<file path="config.mk">
export PLATFORM = sky130hd
export DESIGN_NAME = terminal_line_editor_echo_top
export DESIGN_NICKNAME = d
export VERILOG_FILES = /design/src/rtl/tle_pkg.sv /design/src/rtl/tle_ram.sv /design/src/rtl/terminal_line_editor_echo_top.sv
export SDC_FILE = /design/constraint.sdc
export NUM_CORES = 1
export LEC_CHECK = 0
export BUFFER_PORTS_ARGS = -buffer_cell sky130_fd_sc_hd__buf_2
export CAP_MARGIN = 20
export CORE_MARGIN = 4
export CORE_UTILIZATION = 44
export CTS_CLUSTER_DIAMETER = 200
export DETAILED_ROUTE_END_ITERATION = 8
export PLACE_DENSITY = 0.59
export SLEW_MARGIN = 20
export SYNTH_ARGS = -nofsm -noshare
export SYNTH_HDL_FRONTEND = slang
export SYNTH_HIERARCHICAL = 1
export SYNTH_SLANG_ARGS = --single-unit
export TNS_END_PERCENT = 1
</file>
<file path="constraint.sdc">
create_clock -name clk -period 3.5 [get_ports clk]
set_input_delay 0.175 -clock clk [delete_from_list [all_inputs] [get_ports clk]]
set_output_delay 0.175 -clock clk [all_outputs]
set_load 0.05 [all_outputs]
</file>
<file path="src/rtl/tle_pkg.sv">
package tle_pkg;

	localparam int COUNT_W = 6;
	localparam int PEND_W  = 4;
	localparam logic [PEND_W-1:0] PEND_MAX = 4'd15;

	localparam logic [7:0] CH_SPACE = 8'h20;
	localparam logic [7:0] CH_DEL   = 8'h7F;
	localparam logic [7:0] CH_CR    = 8'h0D;
	localparam logic [7:0] CH_BS    = 8'h08;
	localparam logic [7:0] CH_ETB   = 8'h17;
	localparam logic [7:0] CH_NAK   = 8'h15;

	localparam logic [2:0] KIND_ECHO      = 3'd0;
	localparam logic [2:0] KIND_NEWLINE   = 3'd1;
	localparam logic [2:0] KIND_ERASE     = 3'd2;
	localparam logic [2:0] KIND_LINE_BYTE = 3'd3;
	localparam logic [2:0] KIND_LINE_END  = 3'd4;

	typedef enum logic [2:0] {
		S_IDLE,
		S_ECHO,
		S_NL,
		S_DELIV,
		S_LEND,
		S_ERASE,
		S_WORD
	} state_t;

endpackage

</file>
<file path="src/rtl/tle_ram.sv">
module tle_ram #(
	parameter int WIDTH  = 8,
	parameter int DEPTH  = 50,
	parameter int ADDR_W = $clog2(DEPTH)
) (
	input  logic              clk,
	input  logic              wr_en,
	input  logic [ADDR_W-1:0] wr_addr,
	input  logic [WIDTH-1:0]  wr_data,
	input  logic              rd_en,
	input  logic [ADDR_W-1:0] rd_addr,
	output logic [WIDTH-1:0]  rd_data
);

	logic [WIDTH-1:0] mem [DEPTH];

	always_ff @(posedge clk) begin
		if (wr_en) begin
			mem[wr_addr] <= wr_data;
		end
		if (rd_en) begin
			rd_data <= mem[rd_addr];
		end
	end

endmodule

</file>
<file path="src/rtl/terminal_line_editor_echo_top.sv">
// Line editor for a serial terminal, with echo.
// Input channel (in_valid/in_ready): one transfer is either a received byte
// (req_type 0, rx_byte, reader_open) or a line request from a reader (req_type 1).
// Output channel (out_valid/out_ready): one transfer per result, out_kind says
// echo, newline, erase one cell, line byte or line end; last marks the final
// result of the input item.
// An input transfer is taken only while the editor is idle. An item is
// decoded when it is taken, which starts the walk; its results then follow
// one per cycle while the output register can accept them, since the line
// buffer RAM returns one stored character per cycle. A line request or a
// dropped byte leaves the editor idle. At most 51 results follow from one item.
// The output register accepts a new result whenever it is empty or being
// taken, so a stalled receiver simply freezes the walk; nothing is lost.
// Reset clears the character count and the pending request count; the buffer
// contents are not cleared, as only characters below the count are ever read.
module terminal_line_editor_echo_top #(
	parameter int LINE_LEN = 50
) (
	input  logic       clk,
	input  logic       arst_n,
	input  logic       in_valid,
	output logic       in_ready,
	input  logic       req_type,
	input  logic [7:0] rx_byte,
	input  logic       reader_open,
	output logic       out_valid,
	input  logic       out_ready,
	output logic [2:0] out_kind,
	output logic [7:0] out_byte,
	output logic       last
);

	localparam int AW = $clog2(LINE_LEN);
	localparam logic [tle_pkg::COUNT_W-1:0] LEN_C = tle_pkg::COUNT_W'(LINE_LEN);

	tle_pkg::state_t state_q, state_d;
	logic [tle_pkg::COUNT_W-1:0] count_q, count_d;
	logic [tle_pkg::COUNT_W-1:0] idx_q, idx_d;
	logic [tle_pkg::COUNT_W-1:0] count_m1, count_m2, idx_p1;
	logic [tle_pkg::PEND_W-1:0]  pend_q, pend_d;
	logic [7:0] byte_q, byte_d;
	logic enter_q, enter_d;
	logic single_q, single_d;

	logic out_valid_q;
	logic [2:0] out_kind_q;
	logic [7:0] out_byte_q;
	logic last_q;

	logic can_put, put, put_last;
	logic [2:0] put_kind;
	logic [7:0] put_byte;

	logic ram_we, ram_re;
	logic [AW-1:0] ram_wa, ram_ra;
	logic [7:0] ram_wd, ram_rd;

	// Writes happen only when an item is taken and reads only while one is
	// being walked, so a read never meets a write to the same entry.
	tle_ram #(
		.WIDTH (8),
		.DEPTH (LINE_LEN),
		.ADDR_W(AW)
	) u_line_ram (
		.clk    (clk),
		.wr_en  (ram_we),
		.wr_addr(ram_wa),
		.wr_data(ram_wd),
		.rd_en  (ram_re),
		.rd_addr(ram_ra),
		.rd_data(ram_rd)
	);

	assign can_put  = !out_valid_q || out_ready;
	assign in_ready = (state_q == tle_pkg::S_IDLE);
	assign count_m1 = count_q - 1'b1;
	assign count_m2 = count_q - 2'd2;
	assign idx_p1   = idx_q + 1'b1;

	always_comb begin
		state_d  = state_q;
		count_d  = count_q;
		idx_d    = idx_q;
		pend_d   = pend_q;
		byte_d   = byte_q;
		enter_d  = enter_q;
		single_d = single_q;
		ram_we   = 1'b0;
		ram_wa   = count_q[AW-1:0];
		ram_wd   = rx_byte;
		ram_re   = 1'b0;
		ram_ra   = count_m1[AW-1:0];
		put      = 1'b0;
		put_kind = tle_pkg::KIND_ECHO;
		put_byte = 8'h00;
		put_last = 1'b0;

		case (state_q)
			tle_pkg::S_IDLE: begin
				if (in_valid) begin
					if (req_type) begin
						if (pend_q != tle_pkg::PEND_MAX) begin
							pend_d = pend_q + 1'b1;
						end
					end else if (reader_open) begin
						if (rx_byte inside {[tle_pkg::CH_SPACE:tle_pkg::CH_DEL]}) begin
							ram_we  = 1'b1;
							byte_d  = rx_byte;
							count_d = count_q + 1'b1;
							state_d = tle_pkg::S_ECHO;
						end else begin
							case (rx_byte)
								tle_pkg::CH_CR: begin
									enter_d = 1'b1;
									state_d = tle_pkg::S_NL;
								end
								tle_pkg::CH_BS: begin
									if (count_q != '0) begin
										single_d = 1'b1;
										state_d  = tle_pkg::S_ERASE;
									end
								end
								tle_pkg::CH_ETB: begin
									if (count_q != '0) begin
										ram_re  = 1'b1;
										state_d = tle_pkg::S_WORD;
									end
								end
								tle_pkg::CH_NAK: begin
									if (count_q != '0) begin
										single_d = 1'b0;
										state_d  = tle_pkg::S_ERASE;
									end
								end
								default: begin
								end
							endcase
						end
					end
				end
			end
			tle_pkg::S_ECHO: begin
				if (can_put) begin
					put      = 1'b1;
					put_kind = tle_pkg::KIND_ECHO;
					put_byte = byte_q;
					if (count_q == LEN_C) begin
						enter_d = 1'b0;
						state_d = tle_pkg::S_NL;
					end else begin
						put_last = 1'b1;
						state_d  = tle_pkg::S_IDLE;
					end
				end
			end
			tle_pkg::S_NL: begin
				if (can_put) begin
					put      = 1'b1;
					put_kind = tle_pkg::KIND_NEWLINE;
					if (enter_q && pend_q != '0) begin
						pend_d = pend_q - 1'b1;
						idx_d  = '0;
						if (count_q != '0) begin
							ram_re  = 1'b1;
							ram_ra  = '0;
							state_d = tle_pkg::S_DELIV;
						end else begin
							state_d = tle_pkg::S_LEND;
						end
					end else begin
						put_last = 1'b1;
						count_d  = '0;
						state_d  = tle_pkg::S_IDLE;
					end
				end
			end
			tle_pkg::S_DELIV: begin
				if (can_put) begin
					put      = 1'b1;
					put_kind = tle_pkg::KIND_LINE_BYTE;
					put_byte = ram_rd;
					idx_d    = idx_p1;
					if (idx_p1 == count_q) begin
						state_d = tle_pkg::S_LEND;
					end else begin
						ram_re = 1'b1;
						ram_ra = idx_p1[AW-1:0];
					end
				end
			end
			tle_pkg::S_LEND: begin
				if (can_put) begin
					put      = 1'b1;
					put_kind = tle_pkg::KIND_LINE_END;
					put_last = 1'b1;
					count_d  = '0;
					state_d  = tle_pkg::S_IDLE;
				end
			end
			tle_pkg::S_ERASE: begin
				if (can_put) begin
					put      = 1'b1;
					put_kind = tle_pkg::KIND_ERASE;
					count_d  = count_m1;
					put_last = single_q || (count_m1 == '0);
					if (put_last) begin
						state_d = tle_pkg::S_IDLE;
					end
				end
			end
			tle_pkg::S_WORD: begin
				// The cell just read is erased; a space ends the word and is erased too.
				if (can_put) begin
					put      = 1'b1;
					put_kind = tle_pkg::KIND_ERASE;
					count_d  = count_m1;
					put_last = (ram_rd == tle_pkg::CH_SPACE) || (count_m1 == '0);
					if (put_last) begin
						state_d = tle_pkg::S_IDLE;
					end else begin
						ram_re = 1'b1;
						ram_ra = count_m2[AW-1:0];
					end
				end
			end
			default: begin
				state_d = tle_pkg::S_IDLE;
			end
		endcase
	end

	always_ff @(posedge clk or negedge arst_n) begin
		if (!arst_n) begin
			state_q     <= tle_pkg::S_IDLE;
			count_q     <= '0;
			pend_q      <= '0;
			out_valid_q <= 1'b0;
		end else begin
			state_q <= state_d;
			count_q <= count_d;
			pend_q  <= pend_d;
			if (put) begin
				out_valid_q <= 1'b1;
			end else if (out_ready) begin
				out_valid_q <= 1'b0;
			end
		end
	end

	always_ff @(posedge clk) begin
		idx_q    <= idx_d;
		byte_q   <= byte_d;
		enter_q  <= enter_d;
		single_q <= single_d;
		if (put) begin
			out_kind_q <= put_kind;
			out_byte_q <= put_byte;
			last_q     <= put_last;
		end
	end

	assign out_valid = out_valid_q;
	assign out_kind  = out_kind_q;
	assign out_byte  = out_byte_q;
	assign last      = last_q;

`ifndef SYNTHESIS
	a_idle_count: assert property (@(posedge clk) disable iff (!arst_n)
		(state_q == tle_pkg::S_IDLE) |-> (count_q < LEN_C))
		else $error("line count reached the line length while idle");

	a_store_echo: assert property (@(posedge clk) disable iff (!arst_n)
		(in_valid && in_ready && !req_type && reader_open &&
		 rx_byte >= tle_pkg::CH_SPACE && rx_byte <= tle_pkg::CH_DEL)
		|=> (state_q == tle_pkg::S_ECHO) && (count_q == $past(count_q) + 1'b1))
		else $error("printable byte not stored and echoed");

	a_pend_drop: assert property (@(posedge clk) disable iff (!arst_n)
		(state_q != tle_pkg::S_NL) |=> (pend_q >= $past(pend_q)))
		else $error("pending request count fell outside a newline");

	a_deliv_idx: assert property (@(posedge clk) disable iff (!arst_n)
		(state_q == tle_pkg::S_DELIV) |-> (idx_q < count_q))
		else $error("delivery index beyond stored characters");

	a_busy_out: assert property (@(posedge clk) disable iff (!arst_n)
		(put && put_last) |=> (state_q == tle_pkg::S_IDLE))
		else $error("final result given but editor not idle");
`endif

endmodule

</file>
# [Yosys cells after proc, flatten, opt, wreduce, memory -nomap -nowiden]
# Memory sizes are Yosys's and may differ from the RTL's. A register that Yosys moved wholly into a read port is not among the register bits.
# Index checks and enable logic that the tools add are counted.
[totals] romBits=0 register_bits=42 output_inout_bits=14 elab_cells=185 latchBits=0 input_bits=14 mem_count=1 ramBits=400
[mem_list] name="u_line_ram.mem" words=50 width=8 read_ports=1 rd_ports_with_merged_regs=1 write_ports=1 line_no="tle_ram.sv:15" source="logic [WIDTH-1:0] mem [DEPTH];"
[op_classes] bitwise=2 shift=0 mux=97 n_div=0 n_reduce_logical=26 eq_ne=40 magnitude_cmp=2 n_mul=0 n_addsub=6
[op_table] cell="$mux W6" count=18
[op_table] cell="$mux W3" count=18
[op_table] cell="$mux W1" count=39
[op_table] cell="$ne A2 B2 Y1 const B" count=17
[op_table] cell="$pmux W6 S4" count=1
[op_table] cell="$pmux W3 S7" count=1
[op_table] cell="$mux W4" count=5
[op_table] cell="$pmux W6 S3" count=1
[op_table] cell="$eq A8 B4 Y1 const B" count=2
[op_table] cell="$eq A8 B5 Y1 const B" count=2
[op_table] cell="$mux W8" count=2
[op_table] cell="$pmux W8 S2" count=1
[op_table] cell="$reduce_and A8 Y1" count=2
[op_table] cell="$reduce_and A15 Y1" count=1
[op_table] cell="$add A6 B1 Y6 const B" count=2
[op_table] cell="$ne A2 B1 Y1 const B" count=6
[op_table] cell="$pmux W3 S4" count=1
[op_table] cell="$pmux W6 S2" count=1
[op_table] cell="$reduce_bool A2 Y1" count=5
[op_table] cell="$eq A3 B3 Y1 const B" count=3
[op_table] cell="$pmux W3 S3" count=1
[op_table] cell="$reduce_and A9 Y1" count=1
[op_table] cell="$eq A8 B6 Y1 const B" count=1
[op_table] cell="$ge A8 B6 Y1 const B" count=1
[op_table] cell="30 further kinds" count=41

# [Logic depth before layout (Yosys ltp)]
# Gate-level depths: netlist of run 1.
[depth] ltp_word=9 depth_mapped=18 depth_no_buf=13

# [Hierarchy]
# The synthesis of run 1 kept the hierarchy.
[by_module_without_submodules] mod="tle_ram" instances=1 cells_per_inst=905 seq_area_each_um2=12251.8 area_per_inst_um2=16220.6
[by_module_without_submodules] mod="terminal_line_editor_echo_top" instances=1 cells_per_inst=309 seq_area_each_um2=1191.1 area_per_inst_um2=3004.1

# [Least setup slack after synthesis of run 1]
# No wires, ideal clock.
[synth_path] path_type="reg2reg" start="register count_q[1] in the netlist's numbering" end="register u_line_ram.rd_data[0] (read register of u_line_ram.mem) (data pin)" setup_ns=0.272 synth_period_minus_slack_ns=3.651 t_required_ns=3.228 t_arrival_ns=3.379 path_slack_ns=-0.151 n_path_buf=2 path_stages_with_launch=16 path_cell_list="dfrtp_1 -> inv_1 -> ha_1 -> a21boi_4 -> xor2_2 -> o2111ai_2 -> o31a_1 -> a211o_2 -> o211ai_2 -> buf_2 -> buf_2 -> mux4_2 -> mux2i_1 -> nor2_1 -> a311oi_1 -> nand4_1"
[synth_between] elab_cells_between_ends=27 cone_classes="add/sub (2); eq/ne (1); mux (21); reduce/logical (3)"
[synth_rtl] item="from (decl)" line_no="terminal_line_editor_echo_top.sv:37" source="logic [tle_pkg::COUNT_W-1:0] count_q, count_d;"
[synth_rtl] item="from (signal assigned)" line_no="terminal_line_editor_echo_top.sv:240" source="count_q <= count_d;"
[synth_rtl] item="$sub A6 B1 Y6" line_no="terminal_line_editor_echo_top.sv:76" source="assign count_m1 = count_q - 1'b1;"
[synth_rtl] item="$logic_not A6 Y1" line_no="terminal_line_editor_echo_top.sv:217" source="put_last = (ram_rd == tle_pkg::CH_SPACE) || (count_m1 == '0);"
[synth_rtl] item="$logic_or A1 B1 Y1" line_no="terminal_line_editor_echo_top.sv:217"
[synth_rtl] item="$mux W6" line_no="terminal_line_editor_echo_top.sv:218" source="if (put_last) begin"
[synth_rtl] item="$mux W6" line_no="terminal_line_editor_echo_top.sv:213" source="if (can_put) begin"
[synth_rtl] item="$pmux W6 S3 *" line_no="terminal_line_editor_echo_top.sv:98" source="case (state_q)"
[synth_rtl] item="net ram_ra[1]" line_no="terminal_line_editor_echo_top.sv:55" source="logic [AW-1:0] ram_wa, ram_ra;"
[synth_rtl] item="to (decl)" line_no="tle_ram.sv:12" source="output logic [WIDTH-1:0] rd_data"
# Mark *: on every way through the listed nets, which the timed path passes. The rest lies on a longest branch.
# A chain may end at the register's enable or synchronous reset.

# [Final worst setup path of run 1]
[layout_path] start="register count_q[1] in the netlist's numbering" end="register u_line_ram.rd_data[2] (read register of u_line_ram.mem) (data pin)"
# Same word-level chain as after synthesis.

==> results.txt, run 1 <==
Status = complete, but fails checks
Failing checks = setup timing
Final net count = 1481
Dpl hpwl = 33170 um
Cells after DPL = 1956
CP max FO = 7
GRT Util Overall = 21.01%
Final worst path period share = 104.9%
Switching Share = 37.48%
# clock sinks = 450
Non-Filler Instances = 2075
Final setup vio count = 8
Min Tclk post-route = 3.673 ns
Final Max Tran Viols = 0
Worst-case vdd ir drop = 0.5206 mV
Kind of critical path = register to register
Antenna Violating Nets Remaining = 0
Most used DFF post-synth = edfxtp_1
Post-synthesis sequential area ratio = 69.93%
Yosys top cell by area = edfxtp_1
Io pins = 28
Synth top area cells = edfxtp_1, mux2i_1, mux4_2
DIE AREA = 47100 sq um
Largest net degree at the start of global routing = 54
Layout area overhead = 22.62%
Worst-path clk slew = 0.07 ns
Vias = 11637
FP Rows = 76
Clock root cell = clkbuf_16
CP delay by family, top = buffers and inverters
Effective utilization at floorplan = 44.53%
Crit path cell chain = inv_4, buf_6, ha_4, a21boi_4, xor2_2, o2111ai_2, buf_4, nand2_4, o2111ai_4, nand3_4, buf_12, buf_4, mux4_2, mux2i_4, nor3_2, a311oi_2, buf_4, a311oi_2
Relative slew slack = 33.61%
Final wirelength = 49400 um
Slew of the pin with the lowest slew margin = 0.9922 ns
Pwr dens = 1018 nW/um^2
Reg power frac = 27.1%
GRT overflow = 0
Avg Cell Area, Syn = 15.84 sq um
H-Tree Depth = 2
Chip height = 217.0 um
IO buf count = 27
Final Skew = 0.02386 ns
Die Wd = 217.0 um
Inserted Clock Buffers = 46
Core area = 43170 sq um
Hold WS = 0.04145 ns
Top cell by count, worst path = buf_4
Drt drc = 0
Number of synthesized register bits = 450
Final worst slack = -0.1727 ns
Post-Place Worst Slack = -0.4688 ns
Switching pwr = 8992 uW
Gp weighted congestion = 0.9127
Worst Hold Class = input pin to register
WP buf/inv = 6
DR WL/cell = 23.81 um
Max-cap violations = 0
Initial DRC count = 1100
Worst Setup End Kind = register
RSZ-0062 raised after global routing = true
Final hold vios = 0
CTS tree = yes
Logic gate share of total power = 53.7%
Net Count, Synth = 1239
Clock Latency Late Sink = 0.58 ns
DR pass1 iterations = 5
Fmax achieved = 0.2723 GHz
Clk buf depth = 3
Mapped cell area = 19220 sq um
CP Launch Type = register
CP peak stage delay = 0.52 ns
Fillers = 3473
Setup TNS = -1.043 ns
Crit-path slowest cell = mux4_2
Synth Warn # = 6
Share of layout cells above drive strength 1 = 29.08%
Vias in the first global route = 11509
Leakage = 0.008317 uW
Post-synth EDFFs = 436
Clock network power share = 19.2%
Internal = 15000 uW
Fin util = 54.61%
Top-area cell type share of the netlist area = 68.10%
Via/cell ratio = 5.608
CP Data Required Time = 3.79 ns
Initial antenna violation count = 2
Worst path arrival time = 3.96 ns
Global-route wire length before repair = 73750 um
Post-Synthesis Cells = 1214
Fraction of registers with async set/reset = 3.111%
Netlist cell types = 83
[Yosys cell counts (9+ instances only)]
cell type / count
nand2_1: 64
nor2b_1: 14
a22o_1: 21
a21oi_1: 33
nand4_1: 10
and2_1: 10
inv_1: 9
nor3_1: 29
nand2b_1: 12
buf_4: 17
mux2i_1: 150
buf_2: 13
nor2_1: 96
mux4_2: 28
a22oi_1: 34
edfxtp_1: 436
xnor2_1: 16
mux2_2: 9
nand3_1: 34
dfrtp_1: 14
clkbuf_1: 25
ha_1: 10
o21ai_0: 14
[layout by cell type (no fill, tap or decap), types with 24 or more instances in the layout]
| cell | Yosys | final |
|---|---|---|
| edfxtp_1 | 436 | 436 |
| buf_4 | 17 | 189 |
| mux2i_1 | 150 | 143 |
| nor2_1 | 96 | 92 |
| nand2_1 | 64 | 61 |
| clkbuf_16 | 0 | 46 |
| nand3_1 | 34 | 32 |
| a21oi_1 | 33 | 29 |
| a22oi_1 | 34 | 28 |
| buf_2 | 13 | 28 |
| mux4_2 | 28 | 28 |
| nor3_1 | 29 | 24 |
[flip-flops by register name, summed over array words and instances (netlist names)]
register / cells
out_byte: 8
idx_q: 6
out_kind: 3
last: 1
u_line_ram/mem: 400
single_q: 1
state_q: 3
count_q: 6
enter_q: 1
u_line_ram/rd_data: 8
pend_q: 4
out_valid: 1
byte_q: 8
[power by group through the flow]
stage | combinational, uW | sequential [uW] | clock, uW
2_1_floorplan | 6750 | 6810 | 0
3_3_place_gp | 11100 | 6600 | 0
3_5_place_dp | 11200 | 6600 | 0
4_1_cts | 12500 | 6490 | 4710
5_1_grt | 13600 | 6510 | 4960
6_report | 12900 | 6500 | 4610
[what timing repair did]
action	CTS	global route
gates resized for setup	71	21
setup buffers	28	4
hold buffers	4	0
pin swaps	30	14
endpoints found under the hold margin	21	0
setup endpoints to repair	8	16
cloned	3	0
[metal layers]
| metal | part of all wire (%) | GRT usage (%) | up-vias |
|---|---|---|---|
| li1 | - | - | 5266 |
| met1 | 42 | 29.34 | 5873 |
| met2 | 47 | 33.34 | 407 |
| met3 | 7.1 | 3.993 | 91 |
| met4 | 3.6 | 7.420 | 0 |
| met5 | 0 | 0 | - |
[cell type report]
| type | count | area, sq um | share of cell area, % |
|---|---|---|---|
| Timing Repair Buffer | 254 | 2165 | 9.182 |
| Clock buffer | 55 | 1185 | 5.026 |
| Clock inverter | 26 | 215.2 | 0.9129 |
| Inverter | 9 | 36.28 | 0.1539 |
| Sequential cell | 450 | 13440 | 57.03 |
| Antenna cell | 1 | 2.502 | 0.01062 |
| Tap cell | 585 | 732.0 | 3.105 |
| Multi-Input combinational cell | 695 | 5794 | 24.58 |
[stage by stage]
step,area [sq um],total power [uW]
after detailed placement,21370,17770
after global placement,21370,17690
after floorplan,19260,13560
final,23570,23990
after global routing,23570,25100
after CTS,23430,23720
[final timing paths]
kind,from,to,slack (ns),cells after the start
hold / removal,rx_byte[6],u_line_ram/mem[37][6],0.04,1
hold reg to reg,pend_q[3],pend_q[3],0.54,1
min in group asynchronous,arst_n,count_q[4],0.06,2
setup / recovery,count_q[1],u_line_ram/rd_data[2],-0.17,18
max in group asynchronous,arst_n,count_q[1],3.14,2
setup reg to reg,count_q[1],u_line_ram/rd_data[2],-0.17,18
[cell families (layout without fill, tap and decap cells)]
logic type | Yosys count | after routing | share of synthesized area (%)
DFF | 450 | 450 | 69.93
and+or+nand+nor | 300 | 300 | 7.673
muxes | 187 | 187 | 11.62
AOI/OAI and AO/OA | 173 | 173 | 6.762
buffers and inverters | 69 | 344 | 1.965
xor gates and xnor gates | 24 | 24 | 1.302
adders and majority gates | 11 | 11 | 0.7550
other | 0 | 1 | 0
Note: power is estimated with default switching activity, not from simulation.
==> run 2, diff against run 1 <==
--- a/config.mk
+++ b/config.mk
@@ -7,11 +7,11 @@
 export LEC_CHECK = 0
 export BUFFER_PORTS_ARGS = -buffer_cell sky130_fd_sc_hd__buf_2
 export CAP_MARGIN = 20
-export CORE_MARGIN = 4
+export CORE_MARGIN = 2
 export CORE_UTILIZATION = 44
 export CTS_CLUSTER_DIAMETER = 200
 export DETAILED_ROUTE_END_ITERATION = 8
-export PLACE_DENSITY = 0.59
+export PLACE_DENSITY = 0.61
 export SLEW_MARGIN = 20
 export SYNTH_ARGS = -nofsm -noshare
 export SYNTH_HDL_FRONTEND = slang
==> run 2 against run 1 <==
Effect of this change:
- the flow still finishes with violations (setup timing)
- core utilization increased by 0.37 points
- clock skew barely moved
- cell count rose by 0.77%
- clock-buffer cell count rose by 1
- hold slack lost 0.0024 ns
- highest routed layer unchanged
- sequential share of layout area is 0.26 points lower
- global-route usage is 1.9 points higher
- wire length up 3.0%
- power is 1.1% higher
==> results.txt, run 2 (synthesized netlist as in run 1, its figures left out) <==
Max FFs per register = 400
R2r setup slk = -0.13 ns
CP peak stage delay = 0.42 ns
Largest register by flop count = u_line_ram/mem
Inserted Clock Buffers = 48
Via/cell ratio = 5.648
Antenna Violating Nets Remaining = 0
Final worst path period share = 103.6%
Final wirelength = 50890 um
DR pass1 iterations = 7
CP Launch Type = register
Relative slew slack = 53.67%
Global-route wire length before repair = 75110 um
Pwr dens = 1024 nW/um^2
Io pins = 28
Die Wd = 213.0 um
Worst-case vdd ir drop = 0.5221 mV
Layout area overhead = 23.18%
Final Max Tran Viols = 0
Post-Place Worst Slack = -0.3917 ns
Status = complete, but fails checks
Largest net degree at the start of global routing = 53
Min Tclk post-route = 3.627 ns
Core area = 43080 sq um
Hold WS = 0.03902 ns
Fmax achieved = 0.2757 GHz
Effective utilization at floorplan = 44.63%
Worst Hold Class = input pin to register
Final hold vios = 0
Initial DRC count = 1258
Final setup vio count = 10
Chip height = 213.0 um
Leakage = 0.008364 uW
GRT overflow = 0
Final Power = 24250 uW
Worst-path clk slew = 0.06 ns
Cells after DPL = 1963
Max-cap violations = 0
Share of layout cells above drive strength 1 = 29.37%
CTS tree = yes
CP Data Required Time = 3.79 ns
GRT Util Overall = 22.95%
Drt drc = 0
Clock Latency Late Sink = 0.58 ns
Slew of the pin with the lowest slew margin = 0.6924 ns
IO buf count = 27
Kind of critical path = register to register
DIE AREA = 45380 sq um
Clk buf depth = 3
FP Rows = 76
Fillers = 3449
Worst path arrival time = 3.92 ns
Final worst slack = -0.1272 ns
DR WL/cell = 24.34 um
# clock sinks = 450
Vias in the first global route = 11834
H-Tree Depth = 2
Crit-path slowest cell = dfrtp_2
Final Skew = 0.02351 ns
Gp weighted congestion = 0.9308
Most frequent cells in the layout = edfxtp_1, buf_4, mux2i_1, nor2_1, nand2_1
Vias = 11811
Worst Setup End Kind = register
Clock root cell = clkbuf_16
Dpl hpwl = 34340 um
Post-route cell area = 23680 sq um
Non-Filler Instances = 2091
Failing checks = setup timing
Commonest non-fill, non-tap cell in the layout = edfxtp_1
Initial antenna violation count = 3
Crit path cell chain = inv_4, ha_4, or3b_4, o311ai_4, a21oi_2, a21o_1, nand3_4, buf_12, buf_16, buf_6, mux2i_2, a22oi_1, a311oi_2, nand4_1
Placed Area = 21420 sq um
RSZ-0062 raised after global routing = true
Final net count = 1495
CP max FO = 10
[run 2: cell count changes in the layout (fill, tap and decap cells not counted), sizes merged]
cell         change
clkinv           +3
clkbuf           +1
buf             +11
dlygate4sd3      +1
inv              -1
bufinv           +1
[run 2: area by class of cell]
class	instances	area, sq um	area share [%]
diodes	1	2.502	0.01057
well taps	585	732.0	3.091
inverters	9	36.28	0.1532
clock buffers	56	1252	5.289
multi-input cells	695	5768	24.36
clock inverters	29	230.2	0.9722
flip-flops and latches	450	13440	56.77
repair buffers	266	2215	9.352
[run 2: through the flow]
stage | TNS [ns] | utilization [%]
final | -0.7141 | 54.97
after global routing | -2.347 | 54.97
after CTS | -0.6324 | 54.50
after detailed placement | -2.270 | 49.72
after global placement | -1.932 | 49.72
after floorplan | -0.003686 | -
[run 2: power breakdown]
| part | leakage (uW) | total, uW | internal [uW] | switching (uW) |
|---|---|---|---|---|
| Combinational | 0.00353 | 12900 | 6020 | 6900 |
| Sequential | 0.00411 | 6490 | 6290 | 201 |
| Clock | 0.000732 | 4840 | 2830 | 2010 |
[run 2: path summary, 6_finish.rpt]
check | cells after the start | from | end
worst min-delay path | 1 | rx_byte[6] | u_line_ram/mem[48][6]
worst max-delay path | 14 | count_q[1] | u_line_ram/rd_data[4]
max in group asynchronous | 2 | arst_n | count_q[1]
worst min register to register | 1 | pend_q[3] | pend_q[3]
worst max register to register | 14 | count_q[1] | u_line_ram/rd_data[4]
min in group asynchronous | 2 | arst_n | out_valid
[run 2: what timing repair did]
| action | 4_1_cts | 5_1_grt |
|---|---|---|
| resized for setup | 47 | 37 |
| gates cloned | 4 | 0 |
| hold buffers | 5 | 0 |
| endpoints found under the setup margin | 8 | 11 |
| endpoints found under the hold margin | 23 | 0 |
| pin swaps | 26 | 16 |
| buffers inserted | 31 | 3 |
[run 2: layer usage]
layer  vias up  track usage (%)  share of wire (%)
met5         -                0                  0
met4         0            8.777                3.6
met3        88            3.574                6.5
met2       459            37.21                 48
met1      5966            31.36                 42
li1       5298                -                  -
[run 2: critical path: cells and delay by family (launching register included)]
kind | cells | cell delay [ns]
and+or+nand+nor | 3 | 0.81
adders and majority gates | 1 | 0.15
AOI/OAI and AO/OA | 5 | 1.05
DFF | 1 | 0.42
muxes | 1 | 0.32
buffers and inverters | 4 | 0.56
==> run 3, diff against run 2 <==
--- a/config.mk
+++ b/config.mk
@@ -7,7 +7,6 @@
 export LEC_CHECK = 0
 export BUFFER_PORTS_ARGS = -buffer_cell sky130_fd_sc_hd__buf_2
 export CAP_MARGIN = 20
-export CORE_MARGIN = 2
 export CORE_UTILIZATION = 44
 export CTS_CLUSTER_DIAMETER = 200
 export DETAILED_ROUTE_END_ITERATION = 8
==> run 3 against run 2 <==
Effect of this change:
- the run still ends with setup timing left
- cell count fell by 1.6%
- clock skew fell by 0.0012 ns
- critical endpoint is now u_line_ram/rd_data[5]
- critical path depth fell by 1
- power fell by 2.7%
- cell area fell by 1.6%
- via count fell by 2.4%
- fmax fell by 1.9%
- global-route usage rose by 0.089 points
- first-iteration DRC count fell by 24%
- non-clock buffer count fell by 32
- critical path type unchanged
- flip-flop and latch count did not move
- combinational power fell by 5%
==> results.txt, run 3 (synthesized netlist as in run 1, its figures left out) <==
Status = complete, but fails checks
Failing checks = setup timing
Top cell by count, worst path = buf_4
CTS tree = yes
Global-route wire length before repair = 74290 um
Min Tclk post-route = 3.698 ns
DIE AREA = 44530 sq um
Final worst slack = -0.1978 ns
Via/cell ratio = 5.603
CP delay by family, top = compound AO/OA/AOI/OAI gates
Hold WS = 0.04994 ns
Met2 global-route usage = 36.14%
Relative slew slack = 39.14%
Share of layout cells above drive strength 1 = 26.49%
Final net count = 1462
Worst-case vdd ir drop = 0.5181 mV
IO buf count = 27
Final Max Tran Viols = 0
Leakage = 0.008196 uW
FF-to-FF Start = count_q[2]
Fmax achieved = 0.2704 GHz
Pwr dens = 1013 nW/um^2
Met3 global-route usage = 5.561%
Dpl hpwl = 33720 um
Worst path arrival time = 3.99 ns
Crit path cell chain = buf_4, buf_4, or3b_4, o311ai_4, a21oi_2, a21o_1, nand3_4, buf_12, mux4_2, mux2i_1, nor2_1, a311oi_2, nand4_1
Fillers = 3499
Most used routing layer = met2
H-Tree Depth = 2
Clk buf depth = 3
Kind of critical path = register to register
Effective utilization at floorplan = 44.63%
Largest register by flop count = u_line_ram/mem
Drt drc = 0
Max-cap violations = 0
FP Rows = 76
Largest net degree at the start of global routing = 54
Most frequent cells in the layout = edfxtp_1, buf_4, mux2i_1, nor2_1, nand2_1
CP max FO = 8
Worst-path clk slew = 0.06 ns
Antenna Violating Nets Remaining = 0
GRT Util Overall = 23.04%
Worst Setup End Kind = register
CP peak stage delay = 0.50 ns
Layout area overhead = 21.20%
Max FFs per register = 400
Initial antenna violation count = 7
Final setup vio count = 8
CP Data Required Time = 3.79 ns
Inserted Clock Buffers = 47
Clock root cell = clkbuf_16
Worst Hold Class = input pin to asynchronous set/reset pin
DR WL/cell = 24.19 um
Vias in the first global route = 11738
CP Launch Type = register
Setup TNS = -0.6490 ns
Io pins = 28
Worst Reg-to-Reg Cells = 13
Final Skew = 0.02229 ns
Die Wd = 211.0 um
DR pass1 iterations = 5
Initial DRC count = 959
Global-route met1 utilization = 30.58%
FF-to-FF End = u_line_ram/rd_data[5]
Final worst path period share = 105.7%
Final Power = 23590 uW
R2r setup slk = -0.20 ns
RSZ-0062 raised after global routing = true
Slew of the pin with the lowest slew margin = 0.9110 ns
Core area = 43080 sq um
Final hold vios = 0
Gp weighted congestion = 0.9195
Commonest non-fill, non-tap cell in the layout = edfxtp_1
GRT overflow = 0
Placed Area = 21300 sq um
# clock sinks = 450
WP buf/inv = 3
Final wirelength = 49790 um
Post-route cell area = 23300 sq um
Cells after DPL = 1950
Chip height = 211.0 um
Clock Latency Late Sink = 0.60 ns
Crit-path slowest cell = mux4_2
Vias = 11530
Non-Filler Instances = 2058
run 3: changes by cell type in the layout (fill, tap and decap cells not counted), moves of 3 or more:
cell | before | now
buf_4 | 208 | 185
mux2i_1 | 137 | 146
mux2i_2 | 11 | 3
buf_6 | 8 | 2
nor2_1 | 91 | 95
clkinv_2 | 9 | 6
run 3: worst register-to-register path: cells and delay by family, from the launching register on:
family	cells	cell delay, ns
simple gates	4	0.90
flops	1	0.40
buf+inv	3	0.48
mux	2	0.69
compound gates	4	0.95
run 3: routing by layer:
| layer | vias up | wire length [um] |
|---|---|---|
| met3 | 109 | 3936 |
| met4 | 8 | 1770 |
| met1 | 5769 | 20780 |
| li1 | 5237 | - |
| met2 | 407 | 23250 |
| met5 | - | 46 |
run 3: repair_timing:
item | 4_1_cts | 5_1_grt
gates cloned | 2 | 0
pin swaps | 21 | 15
endpoints found under the hold margin | 22 | 0
hold buffers | 5 | 0
setup buffers | 11 | 7
resized for setup | 42 | 13
endpoints found under the setup margin | 8 | 8
run 3: cell type report:
cell class                 count  area [sq um]  share of cell area (%)
clock buffer                  56          1210                   5.193
multi-input combinational    695          5668                   24.33
antenna                        1         2.502                 0.01074
inverter                       9         36.28                  0.1557
timing repair buffer         234          1922                   8.248
clock inverter                28         285.3                   1.224
tap                          585         732.0                   3.141
sequential                   450         13440                   57.70
run 3: where the power goes:
part | total [uW] | switching (uW) | internal, uW
Combinational | 12200 | 6630 | 5590
Sequential | 6500 | 210 | 6290
Clock | 4870 | 2080 | 2780
Total | 23600 | 8930 | 14700
run 3: how the worst max path moves through the flow:
stage                             to  depth (start not counted)  startpoint  slack (ns)
3_5_place_dp   u_line_ram/rd_data[5]                         13    idx_q[0]       -0.52
5_1_grt        u_line_ram/rd_data[5]                         13  count_q[2]       -0.34
2_1_floorplan  u_line_ram/rd_data[6]                         15  count_q[1]      -0.004
6_report       u_line_ram/rd_data[5]                         13  count_q[2]       -0.20
3_3_place_gp   u_line_ram/rd_data[5]                         16  count_q[1]       -0.46
4_1_cts        u_line_ram/rd_data[5]                         15  count_q[1]       -0.12
run 3: per-stage QoR:
step / setup WS, ns / utilization [%]
2_1_floorplan: -0.003686 / -
3_3_place_gp: -0.4628 / 49.44
3_5_place_dp: -0.5192 / 49.44
4_1_cts: -0.1195 / 53.82
5_1_grt: -0.3413 / 54.08
6_report: -0.1978 / 54.09
